`config.mk`:
```
export PLATFORM = sky130hd
export DESIGN_NAME = sync_word_packet_deframer
export DESIGN_NICKNAME = d
export VERILOG_FILES = /design/src/sv/swpd_pkg.sv /design/src/sv/sync_word_packet_deframer.sv
export SDC_FILE = /design/constraint.sdc
export NUM_CORES = 1
export LEC_CHECK = 0
export BUFFER_PORTS_ARGS = -buffer_cell sky130_fd_sc_hd__buf_2
export CAP_MARGIN = 10
export CELL_PAD_IN_SITES_DETAIL_PLACEMENT = 2
export CELL_PAD_IN_SITES_GLOBAL_PLACEMENT = 2
export CORE_MARGIN = 2
export CORE_UTILIZATION = 30
export CTS_CLUSTER_DIAMETER = 50
export DETAILED_ROUTE_END_ITERATION = 8
export GPL_TIMING_DRIVEN = 0
export MAX_ROUTING_LAYER = met4
export PLACE_DENSITY = 0.58
export SLEW_MARGIN = 0
export SYNTH_ARGS = -nofsm -noshare
export SYNTH_HDL_FRONTEND = slang
export SYNTH_SLANG_ARGS = --single-unit
```
`constraint.sdc`:
```
create_clock -name clk -period 26.1 [get_ports clk]
set_clock_uncertainty 0.05 [all_clocks]
set_input_delay 3.915 -clock clk [delete_from_list [all_inputs] [get_ports clk]]
set_output_delay 3.915 -clock clk [all_outputs]
set_load 0.02 [all_outputs]
```
`src/sv/swpd_pkg.sv`:
```
// ---------------------------------------------------------------------------
// swpd_pkg: shared types and constants of the sync word packet deframer
// Phase encoding, result kinds, register indexes, the result record and
// the checksum byte term.
// ---------------------------------------------------------------------------
package swpd_pkg;

    localparam int unsigned HEADER_BYTES = 18;
    localparam logic [31:0] SYNC_WORD_RESET = 32'hDEAD_BEEF;
    localparam logic SIGNED_SUM_RESET = 1'b1;

    typedef enum logic [1:0] {
        PH_HUNT    = 2'd0,
        PH_HEADER  = 2'd1,
        PH_PAYLOAD = 2'd2,
        PH_CHECK   = 2'd3
    } phase_t;

    typedef enum logic [1:0] {
        KIND_PAYLOAD = 2'd0,
        KIND_GOOD    = 2'd1,
        KIND_ERROR   = 2'd2
    } kind_t;

    // Register index, taken from paddr[2].
    typedef enum logic {
        REG_SYNC_WORD  = 1'b0,
        REG_SIGNED_SUM = 1'b1
    } reg_idx_t;

    typedef struct packed {
        kind_t       kind;
        logic [7:0]  payload_byte;
        logic        packet_end;
        logic [7:0]  channel_id;
        logic [7:0]  packet_kind;
        logic [31:0] source_addr;
        logic [31:0] dest_addr;
        logic [31:0] payload_length;
        logic [15:0] checksum_received;
        logic [15:0] checksum_computed;
    } out_item_t;

    // A byte as it enters the 16-bit sum: sign extended in signed mode.
    function automatic logic [15:0] byte_term(input logic [7:0] b, input logic sgn);
        logic [15:0] t;
        t = (sgn && b[7]) ? {8'hFF, b} : {8'h00, b};
        return t;
    endfunction

endpackage

```
`src/sv/sync_word_packet_deframer.sv`:
```
// ---------------------------------------------------------------------------
// sync_word_packet_deframer
// Hunts for a sync word in the received byte stream, parses the header,
// passes payload bytes out and checks the trailing 16-bit additive checksum.
// ---------------------------------------------------------------------------
//  Channel  Handshake                  Payload
//  in       in_valid / in_stall        rx_byte
//  out      out_valid / out_stall      kind .. checksum_computed
//  cfg      psel/penable/pwrite/pready paddr, pwdata, prdata
//
//  One item is taken per clock while in_stall is low; each item updates the
//  parser state, and any result is registered into the output register.
//  A result register plus one skid entry let input continue while the
//  output is stalled; in_stall rises only when the skid entry is full.
//  Reset clears all parser state and loads the register defaults.
// ---------------------------------------------------------------------------
module sync_word_packet_deframer (
    input  logic        clk,
    input  logic        rst_n,
    // input channel
    input  logic        in_valid,
    output logic        in_stall,
    input  logic [7:0]  rx_byte,
    // output channel
    output logic        out_valid,
    input  logic        out_stall,
    output logic [1:0]  kind,
    output logic [7:0]  payload_byte,
    output logic        packet_end,
    output logic [7:0]  channel_id,
    output logic [7:0]  packet_kind,
    output logic [31:0] source_addr,
    output logic [31:0] dest_addr,
    output logic [31:0] payload_length,
    output logic [15:0] checksum_received,
    output logic [15:0] checksum_computed,
    // configuration port
    input  logic        psel,
    input  logic        penable,
    input  logic        pwrite,
    input  logic [2:0]  paddr,
    input  logic [31:0] pwdata,
    output logic [31:0] prdata,
    output logic        pready
);

    // configuration registers
    logic [31:0] sync_word_reg;
    logic        signed_sum_reg;
    logic        cfg_write;
    swpd_pkg::reg_idx_t cfg_idx;

    // parser state
    swpd_pkg::phase_t phase_reg, phase_next;
    logic [31:0] sync_window_reg, sync_window_next;
    logic [2:0]  window_fill_reg, window_fill_next;
    logic [31:0] byte_count_reg, byte_count_next;
    logic [15:0] running_sum_reg, running_sum_next;
    logic [7:0]  hdr_channel_reg, hdr_channel_next;
    logic [7:0]  hdr_type_reg, hdr_type_next;
    logic [31:0] hdr_source_reg, hdr_source_next;
    logic [31:0] hdr_dest_reg, hdr_dest_next;
    logic [31:0] hdr_length_reg, hdr_length_next;
    logic [7:0]  checksum_high_reg, checksum_high_next;

    // output register and skid entry
    logic                 out_valid_reg;
    swpd_pkg::out_item_t  out_item_reg;
    logic                 skid_valid_reg;
    swpd_pkg::out_item_t  skid_item_reg;

    logic                 in_accept;
    logic                 out_fire;
    logic                 res_valid;
    swpd_pkg::out_item_t  res_item;

    // decode helpers
    logic [31:0] window_shift;
    logic [31:0] length_shift;
    logic [31:0] count_inc;
    logic [15:0] term;
    logic [15:0] sum_add;
    logic [15:0] sync_sum;
    logic [15:0] rx_checksum;
    logic        sync_hit;
    logic        header_last;
    logic        payload_last;
    logic        check_high;

    // ---------------- configuration port ----------------
    assign pready    = 1'b1;
    assign cfg_idx   = swpd_pkg::reg_idx_t'(paddr[2]);
    assign cfg_write = psel && penable && pwrite && pready;

    always_comb
    begin
        unique case (cfg_idx)
            swpd_pkg::REG_SYNC_WORD:  prdata = sync_word_reg;
            swpd_pkg::REG_SIGNED_SUM: prdata = {31'd0, signed_sum_reg};
            default:                  prdata = 32'd0;
        endcase
    end

    always_ff @(posedge clk or negedge rst_n)
    begin
        if (!rst_n)
        begin
            sync_word_reg  <= swpd_pkg::SYNC_WORD_RESET;
            signed_sum_reg <= swpd_pkg::SIGNED_SUM_RESET;
        end
        else if (cfg_write)
        begin
            unique case (cfg_idx)
                swpd_pkg::REG_SYNC_WORD:  sync_word_reg  <= pwdata;
                swpd_pkg::REG_SIGNED_SUM: signed_sum_reg <= pwdata[0];
                default:                  ;
            endcase
        end
    end

    // ---------------- handshakes ----------------
    assign in_stall  = skid_valid_reg;
    assign in_accept = in_valid && !in_stall;
    assign out_fire  = out_valid_reg && !out_stall;

    // ---------------- decode helpers ----------------
    always_comb
    begin
        window_shift = {sync_window_reg[23:0], rx_byte};
        length_shift = {hdr_length_reg[23:0], rx_byte};
        count_inc    = byte_count_reg + 32'd1;
        term         = swpd_pkg::byte_term(rx_byte, signed_sum_reg);
        sum_add      = running_sum_reg + term;
        sync_sum     = swpd_pkg::byte_term(window_shift[31:24], signed_sum_reg)
                     + swpd_pkg::byte_term(window_shift[23:16], signed_sum_reg)
                     + swpd_pkg::byte_term(window_shift[15:8], signed_sum_reg)
                     + swpd_pkg::byte_term(window_shift[7:0], signed_sum_reg);
        rx_checksum  = {checksum_high_reg, rx_byte};
        // The window is full once this byte makes the fourth.
        sync_hit     = (window_fill_reg >= 3'd3) && (window_shift == sync_word_reg);
        header_last  = byte_count_reg == 32'(swpd_pkg::HEADER_BYTES - 1);
        payload_last = count_inc >= hdr_length_reg;
        check_high   = byte_count_reg == 32'd0;
    end

    // ---------------- phase sequencing ----------------
    always_comb
    begin
        phase_next = phase_reg;
        if (in_accept)
        begin
            unique case (phase_reg)
                swpd_pkg::PH_HUNT:
                    if (sync_hit)
                        phase_next = swpd_pkg::PH_HEADER;
                swpd_pkg::PH_HEADER:
                    if (header_last)
                        phase_next = (length_shift == 32'd0) ? swpd_pkg::PH_CHECK
                                                             : swpd_pkg::PH_PAYLOAD;
                swpd_pkg::PH_PAYLOAD:
                    if (payload_last)
                        phase_next = swpd_pkg::PH_CHECK;
                swpd_pkg::PH_CHECK:
                    if (!check_high)
                        phase_next = swpd_pkg::PH_HUNT;
                default:
                    phase_next = swpd_pkg::PH_HUNT;
            endcase
        end
    end

    // ---------------- datapath and result ----------------
    always_comb
    begin
        sync_window_next   = sync_window_reg;
        window_fill_next   = window_fill_reg;
        byte_count_next    = byte_count_reg;
        running_sum_next   = running_sum_reg;
        hdr_channel_next   = hdr_channel_reg;
        hdr_type_next      = hdr_type_reg;
        hdr_source_next    = hdr_source_reg;
        hdr_dest_next      = hdr_dest_reg;
        hdr_length_next    = hdr_length_reg;
        checksum_high_next = checksum_high_reg;

        res_valid                  = 1'b0;
        res_item                   = '0;
        res_item.channel_id        = hdr_channel_reg;
        res_item.packet_kind       = hdr_type_reg;
        res_item.source_addr       = hdr_source_reg;
        res_item.dest_addr         = hdr_dest_reg;
        res_item.payload_length    = hdr_length_reg;

        if (in_accept)
        begin
            unique case (phase_reg)
                swpd_pkg::PH_HUNT:
                begin
                    sync_window_next = window_shift;
                    if (window_fill_reg < 3'd4)
                        window_fill_next = window_fill_reg + 3'd1;
                    if (sync_hit)
                    begin
                        running_sum_next = sync_sum;
                        byte_count_next  = 32'd4;
                    end
                end
                swpd_pkg::PH_HEADER:
                begin
                    running_sum_next = sum_add;
                    if (byte_count_reg == 32'd4)
                        hdr_channel_next = rx_byte;
                    else if (byte_count_reg == 32'd5)
                        hdr_type_next = rx_byte;
                    else if (byte_count_reg >= 32'd6 && byte_count_reg <= 32'd9)
                        hdr_source_next = {hdr_source_reg[23:0], rx_byte};
                    else if (byte_count_reg >= 32'd10 && byte_count_reg <= 32'd13)
                        hdr_dest_next = {hdr_dest_reg[23:0], rx_byte};
                    else
                        hdr_length_next = length_shift;
                    byte_count_next = header_last ? 32'd0 : count_inc;
                end
                swpd_pkg::PH_PAYLOAD:
                begin
                    running_sum_next      = sum_add;
                    byte_count_next       = payload_last ? 32'd0 : count_inc;
                    res_valid             = 1'b1;
                    res_item.kind         = swpd_pkg::KIND_PAYLOAD;
                    res_item.payload_byte = rx_byte;
                end
                swpd_pkg::PH_CHECK:
                begin
                    if (check_high)
                    begin
                        checksum_high_next = rx_byte;
                        byte_count_next    = 32'd1;
                    end
                    else
                    begin
                        res_valid                  = 1'b1;
                        res_item.kind              = (rx_checksum == running_sum_reg)
                                                   ? swpd_pkg::KIND_GOOD
                                                   : swpd_pkg::KIND_ERROR;
                        res_item.packet_end        = 1'b1;
                        res_item.checksum_received = rx_checksum;
                        res_item.checksum_computed = running_sum_reg;
                        sync_window_next           = 32'd0;
                        window_fill_next           = 3'd0;
                        byte_count_next            = 32'd0;
                    end
                end
                default:
                    ;
            endcase
        end
    end

    always_ff @(posedge clk or negedge rst_n)
    begin
        if (!rst_n)
        begin
            phase_reg         <= swpd_pkg::PH_HUNT;
            sync_window_reg   <= 32'd0;
            window_fill_reg   <= 3'd0;
            byte_count_reg    <= 32'd0;
            running_sum_reg   <= 16'd0;
            hdr_channel_reg   <= 8'd0;
            hdr_type_reg      <= 8'd0;
            hdr_source_reg    <= 32'd0;
            hdr_dest_reg      <= 32'd0;
            hdr_length_reg    <= 32'd0;
            checksum_high_reg <= 8'd0;
        end
        else
        begin
            phase_reg         <= phase_next;
            sync_window_reg   <= sync_window_next;
            window_fill_reg   <= window_fill_next;
            byte_count_reg    <= byte_count_next;
            running_sum_reg   <= running_sum_next;
            hdr_channel_reg   <= hdr_channel_next;
            hdr_type_reg      <= hdr_type_next;
            hdr_source_reg    <= hdr_source_next;
            hdr_dest_reg      <= hdr_dest_next;
            hdr_length_reg    <= hdr_length_next;
            checksum_high_reg <= checksum_high_next;
        end
    end

    // ---------------- output register and skid ----------------
    always_ff @(posedge clk or negedge rst_n)
    begin
        if (!rst_n)
        begin
            out_valid_reg  <= 1'b0;
            skid_valid_reg <= 1'b0;
        end
        else if (skid_valid_reg)
        begin
            if (out_fire)
                skid_valid_reg <= 1'b0;
        end
        else if (!out_valid_reg || out_fire)
        begin
            out_valid_reg <= res_valid;
        end
        else if (res_valid)
        begin
            skid_valid_reg <= 1'b1;
        end
    end

    // Payload side: the skid entry moves up first, then a new result.
    always_ff @(posedge clk)
    begin
        if (skid_valid_reg)
        begin
            if (out_fire)
                out_item_reg <= skid_item_reg;
        end
        else if (!out_valid_reg || out_fire)
        begin
            out_item_reg <= res_item;
        end
        else if (res_valid)
        begin
            skid_item_reg <= res_item;
        end
    end

    assign out_valid         = out_valid_reg;
    assign kind              = out_item_reg.kind;
    assign payload_byte      = out_item_reg.payload_byte;
    assign packet_end        = out_item_reg.packet_end;
    assign channel_id        = out_item_reg.channel_id;
    assign packet_kind       = out_item_reg.packet_kind;
    assign source_addr       = out_item_reg.source_addr;
    assign dest_addr         = out_item_reg.dest_addr;
    assign payload_length    = out_item_reg.payload_length;
    assign checksum_received = out_item_reg.checksum_received;
    assign checksum_computed = out_item_reg.checksum_computed;

`ifndef ASSERT_OFF
    // The skid entry only fills behind a held result.
    a_skid_behind_out: assert property (@(posedge clk) disable iff (!rst_n)
        skid_valid_reg |-> out_valid_reg)
        else $error("skid entry valid without a result in the output register");

    a_skid_on_stall: assert property (@(posedge clk) disable iff (!rst_n)
        $rose(skid_valid_reg) |-> $past(out_valid_reg && out_stall))
        else $error("skid entry filled while the output was not stalled");

    // Header bytes are counted from the fifth byte up to the last header byte.
    a_header_count: assert property (@(posedge clk) disable iff (!rst_n)
        (phase_reg == swpd_pkg::PH_HEADER) |->
            (byte_count_reg >= 32'd4 &&
             byte_count_reg < 32'(swpd_pkg::HEADER_BYTES)))
        else $error("header byte count out of range");

    a_window_fill: assert property (@(posedge clk) disable iff (!rst_n)
        window_fill_reg <= 3'd4)
        else $error("sync window fill count overran");
`endif

endmodule

```
# Yosys cells after proc, flatten, opt, wreduce, memory -nomap -nowiden
# Cells that the tools add are included.
[op_classes] addsub=6 magnitude_cmp=7 eq_ne=14 mux=42 bitwise=7 reduce_logical=38
[op_table] op="155-bit 2-to-1 mux" n=3
[op_table] op="32-bit 2-to-1 mux" n=6
[op_table] op="32-bit case mux with 4 select lines" n=1
[op_table] op="16-bit 2-to-1 mux" n=5
[op_table] op="16-bit adder" n=4
[op_table] op="32-bit by 3-bit equality test with 1-bit output, second input constant" n=2
[op_table] op="32-bit by 4-bit less-or-equal comparator with 1-bit output, second input constant" n=2
[op_table] op="32-bit logical NOT" n=2
[op_table] op="32-bit case mux with 2 select lines" n=1
[op_table] op="24-bit case mux with 2 select lines" n=1
[op_table] op="32-bit by 1-bit adder with 32-bit output, second input constant" n=1
[op_table] op="32-bit equality test" n=1
[op_table] op="32-bit by 5-bit equality test with 1-bit output, second input constant" n=1
[op_table] op="32-bit by 3-bit greater-or-equal comparator with 1-bit output, second input constant" n=1
[op_table] op="32-bit greater-or-equal comparator" n=1
[op_table] op="32-bit by 4-bit greater-or-equal comparator with 1-bit output, second input constant" n=1
[op_table] op="16-bit case mux with 2 select lines" n=1
[op_table] op="24-bit 2-to-1 mux" n=1
[op_table] op="16-bit equality test" n=1
[op_table] op="3-bit AND reduction" n=5
[op_table] op="2-bit 2-to-1 mux" n=7
[op_table] op="6-bit AND reduction" n=2
[op_table] op="1-bit logical AND" n=11
[op_table] op="11-bit 2-to-1 mux" n=1
[op_table] op="other kinds (22)" n=52
[word_totals] register_bits=542 wordCells=149

# Depth between registers and ports, before layout
# Gate-level depths: netlist of the first run.
[depth] word_depth=7 mapped_depth=17

# Worst setup path after synthesis of the first run
# No wires, ideal clock.
[synth_path] kind="input port to flip-flop" start="input port out_stall" end="register out_item_reg (netlist bit channel_id[0]) (enable)" setup_ns=0.738 t_arrival_ns=11.797 required_ns=25.312 path_slack_ns=13.516 cell_stages=1 cell_sequence="mux2i_1"
[synth_via] elab_chain_cells=5
[synth_lines] element="start, declared" line="sync_word_packet_deframer.sv:26" source="input logic out_stall,"
[synth_lines] element="1-bit logical NOT *" line="sync_word_packet_deframer.sv:124" source="assign out_fire = out_valid_reg && !out_stall;"
[synth_lines] element="1-bit logical AND *" line="sync_word_packet_deframer.sv:124"
[synth_lines] element="1-bit logical OR" line="sync_word_packet_deframer.sv:321" source="else if (!out_valid_reg || out_fire)"
[synth_lines] element="2-bit nonzero test (no line)"
[synth_lines] element="2-bit AND reduction (no line) *"
[synth_lines] element="end signal, assigned" line="sync_word_packet_deframer.sv:319" source="out_item_reg <= skid_item_reg;"
[synth_lines] element="end signal, assigned" line="sync_word_packet_deframer.sv:323" source="out_item_reg <= res_item;"
[synth_lines] element="end, declared" line="sync_word_packet_deframer.sv:68" source="swpd_pkg::out_item_t out_item_reg;"
# Every way passes the cells marked *; elsewhere a longest branch is shown, timed or not.
# A chain may end at the register's enable or synchronous reset.

# Worst setup path in the final report of the first run
[layout_path] start="input port paddr[2]" end="output port prdata[17]"
[layout_via] elab_chain_cells=2
[layout_lines] element="start, declared" line="sync_word_packet_deframer.sv:41" source="input logic [2:0] paddr,"
[layout_lines] element="1-bit inverter (no line)"
[layout_lines] element="32-bit case mux with 2 select lines *" line="sync_word_packet_deframer.sv:97" source="unique case (cfg_idx)"
[layout_lines] element="end, declared" line="sync_word_packet_deframer.sv:43" source="output logic [31:0] prdata,"
# Marks and branches as above.

==> impl_results.md, run 1 <==
* Outcome: finished, final reports clean
* Mapped Area at 0.0242 sq mm
* Sequential share of power at roughly 37%
* Slowest cell on crit path: clkbuf_1
* Crit Path Max Fanout at 10
* DRC Markers at 0
* Setup crit end kind: output pin
* Slew headroom at approximately a fifth
* #FFs+latches synth at about 540
* Vias in the first global route at around 18,000
* Tot GR Track Use at 18.5%
* Endpoints failing setup at 0
* Met2 Use GR at ~31%
* Synthesis warning total at 0
* Cell variety after synth at slightly above 70
* Final Util at 37.0%
* GPL Wtd Cong at 0.764
* Antenna violations before repair at 5
* Slowest cell delay on critical path at 0.41 ns
* Final nets at 2,272
* Fill count at about 8,300
* Register area share after synthesis at between 60% and 70%
* Combinational fraction of design power at between 30% and 40%
* Deepest clock path buffer count at 3
* Die Ht at around 290 microns
* Top achievable clock speed at around 0.11 GHz
* Syn avg cell area at around 13 sq um
* Slew Limit Fails at 0
* Max VDD drop at 0.0526 mV
* Syn_nets at just under 2,000
* Critical path cell sequence: buf_2 > clkbuf_1 > nor2b_1 > buf_2
* Congestion Overflow GR at 0
* Largest net degree at the start of global routing at slightly above 90
* WL per Instance at between 20 and 25 microns
* Top cells by area, synth: edfxtp_1 (39%), dfrtp_1 (21%), mux2_2 (9.5%), ha_1 (3.6%), dfstp_2 (2.7%)
* P_sw at 1.38 mW
* Worst slew pin tran at 1.21 ns
* Synth area leader: edfxtp_1
* # rows at 104
* Core Box Area at 0.0802 sq mm
* Worst EP required at ~22 ns
* Final wirelength at ~74,000 microns
* Port Buffers at 236
* Iter 0 DRT Violations at approximately 740
* CTS buffer count at around 80
* Critical Path Start Type: input port
* CTS root buf: clkbuf_16
* Synth async-reset ratio at a little over two fifths
* CTS tree: yes
* Minimum clock period at ~8.8 ns
* Pwr/cell area at roughly 120 mW/mm^2
* Synth Flop Type: edfxtp_1
* Synth top area share at 38.5%
* Starting density of the core at a little under a third
* Hold Buf Count CTS at 0
* Die X-Extent at around 290 microns
* Post-DP HPWL at ~53,000 microns
* Clock slew at reported path FFs at 0.05 ns
* Setup TNS at 0 ns
* Setup bufs post-CTS at 0
* Dpl ws at around 17 ns
* Met3 GRT Util at 2.73%
* Post-CTS sizing at 0
* Global-route wire length before repair at between 100,000 and 150,000 microns
* Internal power at 2.31 mW
* Switching Fraction at around 37%
* Antenna viol nets, final at 0
* H-tree depth at 3
* Via density at 4.87
* Vias at about 16,000
* Die area at 0.0828 sq mm
* Worst path most repeated cell: buf_2
* Worst hold margin at 0.399 ns
* Crit Path Category: input port to output pin
* Non-Filler Instances at between 3,000 and 4,000
* Post-synth EDFFs at between 300 and 400
* Delay-heaviest family, CP: buffers and inverters
* Most used routing layer: met2
* RSZ-0062 raised after global routing: false
* Latest clock arrival within the worst-skew pair at 0.63 ns
* CTS sink cnt at roughly 540
* Io pins at 240
* Share of total power in the clock network at 29.2%
* Area grow syn2layout at 22.9%
* Final hold violation count at 0
* Met1 Usage GRT at about a quarter
* Cells after Synth at 1,802
* Worst EP arrival at ~4.8 ns
* CP bufs+invs at 3
* Placed Cells at a little over 3,000
* Pleak at approximately 13 nW
* HP Class: flip-flop to flip-flop
* DR pass1 iterations at 4
* Final period util at 33.7%
* Post-route setup slack at between 15 and 20 ns
* Largest register FFs at between 150 and 200
* Max-cap violations at 0
* Share of cells above drive strength 1 at about 28%
==> per-stage QoR <==
| step | instance area (sq um) | total power [mW] |
|---|---|---|
| 3_3_place_gp | 26700 | 2.62 |
| 6_report | 29700 | 3.69 |
| 5_1_grt | 29700 | 3.93 |
| 4_1_cts | 29700 | 3.76 |
| 2_1_floorplan | 24200 | 2.16 |
| 3_5_place_dp | 27000 | 2.65 |
==> synth_stat cells (all sizes together), types with 34 or more instances <==
cell type	instances
nand2	133
a21oi	37
and2	38
inv	61
dfrtp	207
nor2	68
edfxtp	310
o21ai	128
clkbuf	62
ha	69
a21o	48
xor2	40
xnor2	34
nor2b	43
mux2	204
==> final timing paths <==
kind                                      endpoint  slack, ns  cells after the start          startpoint
worst max-delay path                    prdata[17]      17.30                      4            paddr[2]
worst min-delay path             skid_item_reg[56]       0.40                      0  hdr_length_reg[24]
worst max register to register  byte_count_reg[21]      20.45                     15   byte_count_reg[1]
worst min register to register   skid_item_reg[56]       0.40                      0  hdr_length_reg[24]
max in group asynchronous        sync_word_reg[14]      21.82                      2               rst_n
min in group asynchronous       hdr_length_reg[26]       3.20                      1               rst_n
==> power groups by stage <==
stage,registers (mW),clock network (mW),logic (mW)
final,1.37,1.08,1.24
after global routing,1.40,1.14,1.38
after CTS,1.38,1.11,1.27
after detailed placement,1.39,0,1.26
after global placement,1.43,0,1.19
after floorplan,1.49,0,0.675
==> cell families after synthesis <==
family	count (synthesis)	share of synthesized area, %
and+or+nand+nor	441	9.37
muxes	209	9.72
xor gates and xnor gates	74	2.68
adders and majority gates	89	5.23
DFF	542	62.7
buffers and inverters	140	2.24
AOI/OAI and AO/OA	306	8.03
other	1	0.0155
==> cells in the final DEF, fill, tap and decap left out, types with 23 or more instances in the layout <==
master	Yosys	final
nor2b_1	43	43
o21ai_0	127	127
xor2_1	40	40
nand3_1	29	29
mux2_2	204	204
buf_2	8	243
and2_1	37	37
nor2_1	68	67
dfrtp_1	207	207
nand2b_1	31	31
clkbuf_1	61	77
a22o_1	23	23
xnor2_1	34	34
dfstp_2	25	25
a21o_1	48	48
edfxtp_1	310	310
ha_1	69	69
clkbuf_16	0	79
a21oi_1	36	36
nand2_1	133	133
inv_1	61	61
==> layout make-up <==
type                            count  area (sq um)  area share, %
Timing Repair Buffer              250          1520           5.11
Tap cell                         1060          1330           4.47
Inverter                           62           233          0.784
Clock inverter                     51           608           2.05
Antenna cell                        1          2.50        0.00843
Clock buffer                       97          2060           6.95
Multi-Input combinational cell   1120          8490           28.6
Buffer                             78           308           1.04
Sequential cell                   542         15100           51.0
==> routing by layer <==
| metal | vias up | routed length [microns] |
|---|---|---|
| met5 | - | 0 |
| met4 | 0 | 1240 |
| met3 | 77 | 2890 |
| met2 | 271 | 37300 |
| met1 | 8282 | 32700 |
| li1 | 7251 | - |
(Power assumes the default switching activity.)
==> run 2, diff against run 1 <==
Clock period 26.1 ns to 8.6 ns, I/O delays scaled along.
==> impl_results.md, run 2 (synthesized netlist as in run 1, its figures left out) <==
* Setup crit end kind: flip-flop (was output pin)
* Global-route wire length before repair at 112,000 microns (was 113,000 microns)
* Endpoints failing setup at 0 (unchanged)
* Setup TNS at 0 ns (unchanged)
* Hold Buf Count CTS at 0 (unchanged)
* Slew headroom at 17.3% (was 19.5%)
* Die area at 0.0828 sq mm (unchanged)
* Via density at 4.85 (was 4.87)
* Worst slew pin tran at 1.24 ns (was 1.21 ns)
* Post-DP HPWL at 53,200 microns (was 53,400 microns)
* R2R depth at 15 (unchanged)
* Post-CTS sizing at 0 (unchanged)
* Slowest cell on crit path: nor4_2 (was clkbuf_1)
* Die Ht at 288 microns (unchanged)
* Worst flop-to-flop path startpoint: byte_count_reg[0] (was byte_count_reg[1])
* Iter 0 DRT Violations at 696 (was 738)
* Vias at 15,800 (was 15,900)
* Max-cap violations at 0 (unchanged)
* Area grow syn2layout at 23.8% (was 22.9%)
* Fill count at 8,229 (was 8,284)
* Die X-Extent at 288 microns (unchanged)
* Worst Setup SP: byte_count_reg[0] (was paddr[2])
* Commonest non-fill, non-tap cells in the layout: edfxtp_1 (310), buf_2 (243), dfrtp_1 (207), mux2_2 (204), nand2_1 (133) (unchanged)
* CTS sink cnt at 542 (unchanged)
* Pwr/cell area at 383 mW/mm^2 (was 124 mW/mm^2)
* Largest register FFs at 155 (unchanged)
* Core Box Area at 0.0802 sq mm (unchanged)
* Final wirelength at 73,800 microns (was 74,100 microns)
* Crit Reg-Reg Endpoint: byte_count_reg[22] (was byte_count_reg[21])
* Worst hold margin at 0.398 ns (was 0.399 ns)
* RSZ-0062 raised after global routing: false (unchanged)
* Outcome: finished, final reports clean (unchanged)
* Final period util at around 65%
* GPL Wtd Cong at 0.774 (was 0.764)
* Antenna violations before repair at 1 (was 5)
* Critical Path Start Type: flip-flop (was input port)
* Deepest clock path buffer count at 3 (unchanged)
* Slew Limit Fails at 0 (unchanged)
* Non-Filler Instances at 3,263 (was 3,261)
* Io pins at 240 (unchanged)
* Congestion Overflow GR at 0 (unchanged)
* Share of cells above drive strength 1 at 29.0% (was 28.4%)
* CTS tree: yes (unchanged)
* Vias in the first global route at 17,800 (was 17,700)
* Port Buffers at 236 (unchanged)
* DR pass1 iterations at 4 (unchanged)
* # rows at 104 (unchanged)
* Minimum clock period at 5.57 ns
* CTS buffer count at 80 (was 79)
* Multi-input logic area at 0.00849 sq mm (unchanged)
* Final hold violation count at 0 (unchanged)
* Largest net degree at the start of global routing at 102 (was 93)
* Crit Path Category: flip-flop to flip-flop (was input port to output pin)
* Total chip power at 11.4 mW (was 3.69 mW)
* Worst EP arrival at 6.02 ns (was 4.84 ns)
* Crit path capture: byte_count_reg[22] (was prdata[17])
* Final nets at 2,273 (was 2,272)
* Slowest cell delay on critical path at 0.64 ns (was 0.41 ns)
* Top achievable clock speed at between 0.15 and 0.2 GHz
* Setup bufs post-CTS at 0 (unchanged)
* DRC Markers at 0 (unchanged)
* Reg area at 0.0151 sq mm (unchanged)
* Latest clock arrival within the worst-skew pair at 0.62 ns (was 0.63 ns)
* Antenna viol nets, final at 0 (unchanged)
* Most common cell after layout, fill and taps aside: edfxtp_1 (unchanged)
* Tot GR Track Use at 18.4% (was 18.5%)
* Max VDD drop at 0.167 mV (was 0.0526 mV)
* HP Class: flip-flop to flip-flop (unchanged)
* Reg-to-reg slack, setup at 3.03 ns (was 20.45 ns)
* Pleak at 13.1 nW (was 12.9 nW)
* Starting density of the core at 30.1% (unchanged)
* CTS root buf: clkbuf_16 (unchanged)
* Placed Cells at 3,112 (unchanged)
* WL per Instance at 22.6 microns (was 22.7 microns)
* Clock slew at reported path FFs at 0.05 ns (about the same)
* Worst EP required at 9.05 ns (was 22.14 ns)
* H-tree depth at 3 (unchanged)
* Crit Path Max Fanout at 10 (unchanged)
* Critical path cell sequence: ha_1 > nand3_1 > nor4_2 > and3_1 > nand3_1 > xnor2_1 > ha_1 > nand4_1 > nor4_1 > a221oi_1 > a31oi_1 > a211oi_1 > clkbuf_1 > buf_2 > a22o_1 (was buf_2 > clkbuf_1 > nor2b_1 > buf_2)
[run 2: cell types whose count changed in the layout (fill, tap and decap cells not counted), moves of 2 or more]
cell       previous run  this run
clkinv_1             10         4
clkbuf_16            79        81
clkbuf_8              2         9
clkinv_2              8        10
buf_16                6         3
clkbuf_1             77        70
buf_12                8        10
bufinv_16             8        13
[run 2: stage by stage]
step	setup WS [ns]	utilization [%]	area [sq um]
4_1_cts	2.96	37.3	29900
6_report	3.03	37.3	29900
5_1_grt	2.62	37.3	29900
3_3_place_gp	-2.46	33.3	26700
3_5_place_dp	2.81	33.7	27000
2_1_floorplan	1.72	-	24200
[run 2: area by class of cell]
cell class	count	share of cell area, %
multi-input cells	1120	28.4
diodes	2	0.0167
flip-flops and latches	542	50.6
clock buffers	99	7.31
well taps	1060	4.43
inverters	62	0.778
clock inverters	50	2.44
repair buffers	250	4.98
plain buffers	78	1.03
[run 2: per-layer routing]
metal | part of all wire, % | track usage [%]
met1 | 45 | 23.4
met2 | 50 | 30.6
met3 | 3.5 | 2.88
met4 | 2.0 | 4.82
met5 | 0 | -
[run 2: worst max-delay path: cells and delay by family, from the launching register on]
kind | cells | cell delay, ns
flops | 1 | 0.55
buf+inv | 2 | 0.60
fa+ha+maj | 2 | 0.71
simple gates | 6 | 2.22
xor+xnor | 1 | 0.22
compound gates | 4 | 1.11
[run 2: worst min path at each step]
stage,startpoint,endpoint,depth (start not counted)
5_1_grt,hdr_length_reg[24],skid_item_reg[56],0
4_1_cts,hdr_length_reg[30],skid_item_reg[62],0
3_5_place_dp,hdr_length_reg[30],skid_item_reg[62],0
3_3_place_gp,hdr_length_reg[29],skid_item_reg[61],0
2_1_floorplan,hdr_length_reg[24],skid_item_reg[56],0
6_report,hdr_length_reg[30],skid_item_reg[62],0
[run 2: power by group]
part           internal [mW]  total, mW  switching (mW)  leakage, nW
clock                   2.23       3.52            1.30         1.41
combinational           1.38       3.76            2.37         5.49
sequential              3.65       4.17           0.516         6.17
total                   7.26       11.4            4.19         13.1
==> run 3, diff against run 2 <==
Settings changed: ABC_AREA from default to 1, PLACE_DENSITY 0.58 to 0.62.
Clock period 8.6 ns to 5.4 ns, I/O delays scaled along.
==> impl_results.md, run 3 <==
* Outcome: finished, final reports clean (unchanged)
* Iter 0 DRT Violations at 708 (was 696)
* Mapped Area at 0.0254 sq mm (was 0.0242 sq mm)
* Commonest non-fill, non-tap cells in the layout: nand2_1 (610), edfxtp_1 (310), inv_1 (264), buf_2 (251), dfrtp_1 (207) (was edfxtp_1 (310), buf_2 (243), dfrtp_1 (207), mux2_2 (204), nand2_1 (133))
* Die X-Extent at 295 microns (was 288 microns)
* Antenna viol nets, final at 0 (unchanged)
* Crit Path Category: flip-flop to flip-flop (unchanged)
* Slew headroom at 16.4% (was 17.3%)
* Latest clock arrival within the worst-skew pair at 0.64 ns (was 0.62 ns)
* Io pins at 240 (unchanged)
* Combinational fraction of design power at 8.1% (was 32.8%)
* Antenna violations before repair at 4 (was 1)
* Synth top area share at 36.6% (was 38.5%)
* Worst flop-to-flop path startpoint: byte_count_reg[0] (unchanged)
* Synth Flop Type: edfxtp_1 (unchanged)
* Die Ht at 295 microns (was 288 microns)
* Sequential share of power at 41.4% (was 36.4%)
* Worst EP arrival at 4.64 ns (was 6.02 ns)
* Setup bufs post-CTS at 0 (unchanged)
* CTS sink cnt at 542 (unchanged)
* Via density at 4.74 (was 4.85)
* Worst slew pin tran at 1.25 ns (was 1.24 ns)
* Pleak at 14.0 nW (was 13.1 nW)
* Final wirelength at 86,000 microns (was 73,800 microns)
* Worst EP required at 5.89 ns (was 9.05 ns)
* Hold Buf Count CTS at 0 (unchanged)
* Syn_nets at 2,673 (was 1,941)
* Congestion Overflow GR at 0 (unchanged)
* Synth async-reset ratio at 42.8% (unchanged)
* Post-DP HPWL at 64,200 microns (was 53,200 microns)
* Cell variety after synth at 58 (was 72)
* DR pass1 iterations at 5 (was 4)
* Starting density of the core at 30.3% (was 30.1%)
* Internal power at 8.04 mW (was 7.26 mW)
* Max VDD drop at 0.229 mV (was 0.167 mV)
* Setup TNS at 0 ns (unchanged)
* H-tree depth at 3 (unchanged)
* Total chip power at 10.8 mW (was 11.4 mW)
* P_sw at 2.73 mW (was 4.19 mW)
* HP Class: input port to async pin (was flip-flop to flip-flop)
* Share of cells above drive strength 1 at 21.0% (was 29.0%)
* Share of total power in the clock network at 50.5% (was 30.8%)
* Antenna cell count at 0 (was 2)
* #FFs+latches synth at 542 (unchanged)
* Worst Setup SP: byte_count_reg[0] (unchanged)
* Area grow syn2layout at 22.3% (was 23.8%)
* RSZ-0062 raised after global routing: false (unchanged)
* Switching Fraction at 25.4% (was 36.6%)
* Max-cap violations at 0 (unchanged)
* Slew Limit Fails at 0 (unchanged)
* GPL Wtd Cong at 0.838 (was 0.774)
* Deepest clock path buffer count at 3 (unchanged)
* CTS root buf: clkbuf_16 (unchanged)
* Vias in the first global route at 21,600 (was 17,800)
* Final nets at 2,999 (was 2,273)
* Core Box Area at 0.0838 sq mm (was 0.0802 sq mm)
* Endpoints failing setup at 0 (unchanged)
* Largest net degree at the start of global routing at 81 (was 102)
* Global-route wire length before repair at 132,000 microns (was 112,000 microns)
* Setup crit end kind: flip-flop (unchanged)
* Top cells by area, synth: edfxtp_1 (37%), dfrtp_1 (20%), nand2_1 (9.0%), o21ai_0 (4.0%), inv_1 (3.9%) (was edfxtp_1 (39%), dfrtp_1 (21%), mux2_2 (9.5%), ha_1 (3.6%), dfstp_2 (2.7%))
* Port Buffers at 235 (was 236)
* Largest register FFs at 155 (unchanged)
* Critical Path Start Type: flip-flop (unchanged)
* Top achievable clock speed at 0.241 GHz (was 0.180 GHz)
* # rows at 106 (was 104)
* CTS buffer count at 80 (unchanged)
* Syn avg cell area at 10.0 sq um (was 13.4 sq um)
* WL per Instance at 21.2 microns (was 22.6 microns)
* Post-CTS sizing at 0 (unchanged)
* Tot GR Track Use at 20.5% (was 18.4%)
* Final period util at 76.7% (was 64.8%)
* Synth area leader: edfxtp_1 (unchanged)
* Final hold violation count at 0 (unchanged)
* Count leader, synth: nand2_1 (was edfxtp_1)
* Register area share after synthesis at 59.6% (was 62.7%)
* Most common cell after layout, fill and taps aside: nand2_1 (was edfxtp_1)
* Top cells by count, synth: nand2_1 (610), edfxtp_1 (310), inv_1 (264) (was edfxtp_1 (310), dfrtp_1 (207), mux2_2 (204))
* Vias at 19,300 (was 15,800)
* Synthesis warning total at 0 (unchanged)
* Minimum clock period at 4.14 ns (was 5.57 ns)
* Clock slew at reported path FFs at 0.05 ns (about the same)
* Post-synth EDFFs at 310 (unchanged)
* Crit Path Max Fanout at 10 (unchanged)
* Cells after Synth at 2,534 (was 1,802)
* Worst hold margin at 0.119 ns (was 0.398 ns)
* DRC Markers at 0 (unchanged)
* Die area at 0.0871 sq mm (was 0.0828 sq mm)
* CTS tree: yes (unchanged)
* Pwr/cell area at 347 mW/mm^2 (was 383 mW/mm^2)
-- run 3: changes by cell type in the layout (fill, tap and decap cells not counted), sizes merged, moves of 31 or more --
cell | previous run | this run
inv | 71 | 288
nand2 | 133 | 673
mux2 | 204 | 0
nand3 | 29 | 88
a21oi | 37 | 88
nand2b | 31 | 0
nor2b | 43 | 0
nor2 | 68 | 214
and2 | 38 | 2
a21o | 48 | 6
o21ai | 128 | 326
-- run 3: critical path, cell delays in order (launching register included) --
cell	delay, ns
dfrtp_1	0.54
inv_1	0.23
nor3_2	0.28
nand2_1	0.18
nor2_1	0.23
nand2_1	0.11
xor2_1	0.38
ha_1	0.34
nand2_1	0.10
nor2_1	0.06
nand2_1	0.11
nor2_1	0.05
and2_1	0.15
nor3_1	0.32
nand2_1	0.11
nand2_1	0.16
nand2_2	0.21
buf_2	0.29
o21ai_1	0.15
-- run 3: path summary, 6_finish.rpt --
path                            slack [ns]  cells past startpoint            endpoint
worst min register to register        0.42                      0   skid_item_reg[76]
worst max-delay path                  1.26                     18  byte_count_reg[26]
worst min-delay path                  0.12                      1  byte_count_reg[27]
min in group clk                      0.38                      3   sync_word_reg[28]
worst max register to register        1.26                     18  byte_count_reg[26]
max in group asynchronous             4.22                      2  hdr_source_reg[22]
-- run 3: layout make-up --
class                   instances  area, sq um
repair buffers                244         1400
fillers                      9084        52700
well taps                    1134         1420
inverters                     284         1070
flip-flops and latches        542        15100
multi-input cells            1617         8700
clock inverters                41          557
plain buffers                  91          533
clock buffers                 109         2280
-- run 3: cells by family after synthesis --
group,synth area share (%)
AOI/OAI and AO/OA,9.84
buffers and inverters,6.29
muxes,0.0394
other,0.0147
xor gates and xnor gates,1.17
DFF,59.6
adders and majority gates,4.97
and+or+nand+nor,18.1
-- run 3: power groups by stage --
stage,Clock [mW],Sequential [mW],Combinational [mW]
detailed placement,0,4.54,0.889
global placement,0,4.54,0.855
floorplan,0,4.52,0.545
finish,5.44,4.46,0.871
CTS,5.58,4.46,0.893
global route,5.74,4.47,0.995
-- run 3: through the flow --
stage	setup slack, ns	utilization (%)	instances	instance area (sq um)
5_1_grt	0.789	37.1	4062	31100
6_report	1.26	37.1	4062	31100
3_5_place_dp	0.646	33.7	3912	28300
3_3_place_gp	-1.57	33.4	3903	28000
2_1_floorplan	0.389	-	2534	25400
4_1_cts	1.09	37.1	4062	31100
-- run 3: per-layer routing --
metal  GRT usage, %  up-vias  wire length, microns
met3           2.66      115                  2860
li1               -     9071                     -
met4           5.53        0                  1970
met2           34.7      328                 42400
met5              -        -                     0
met1           25.9     9753                 38800
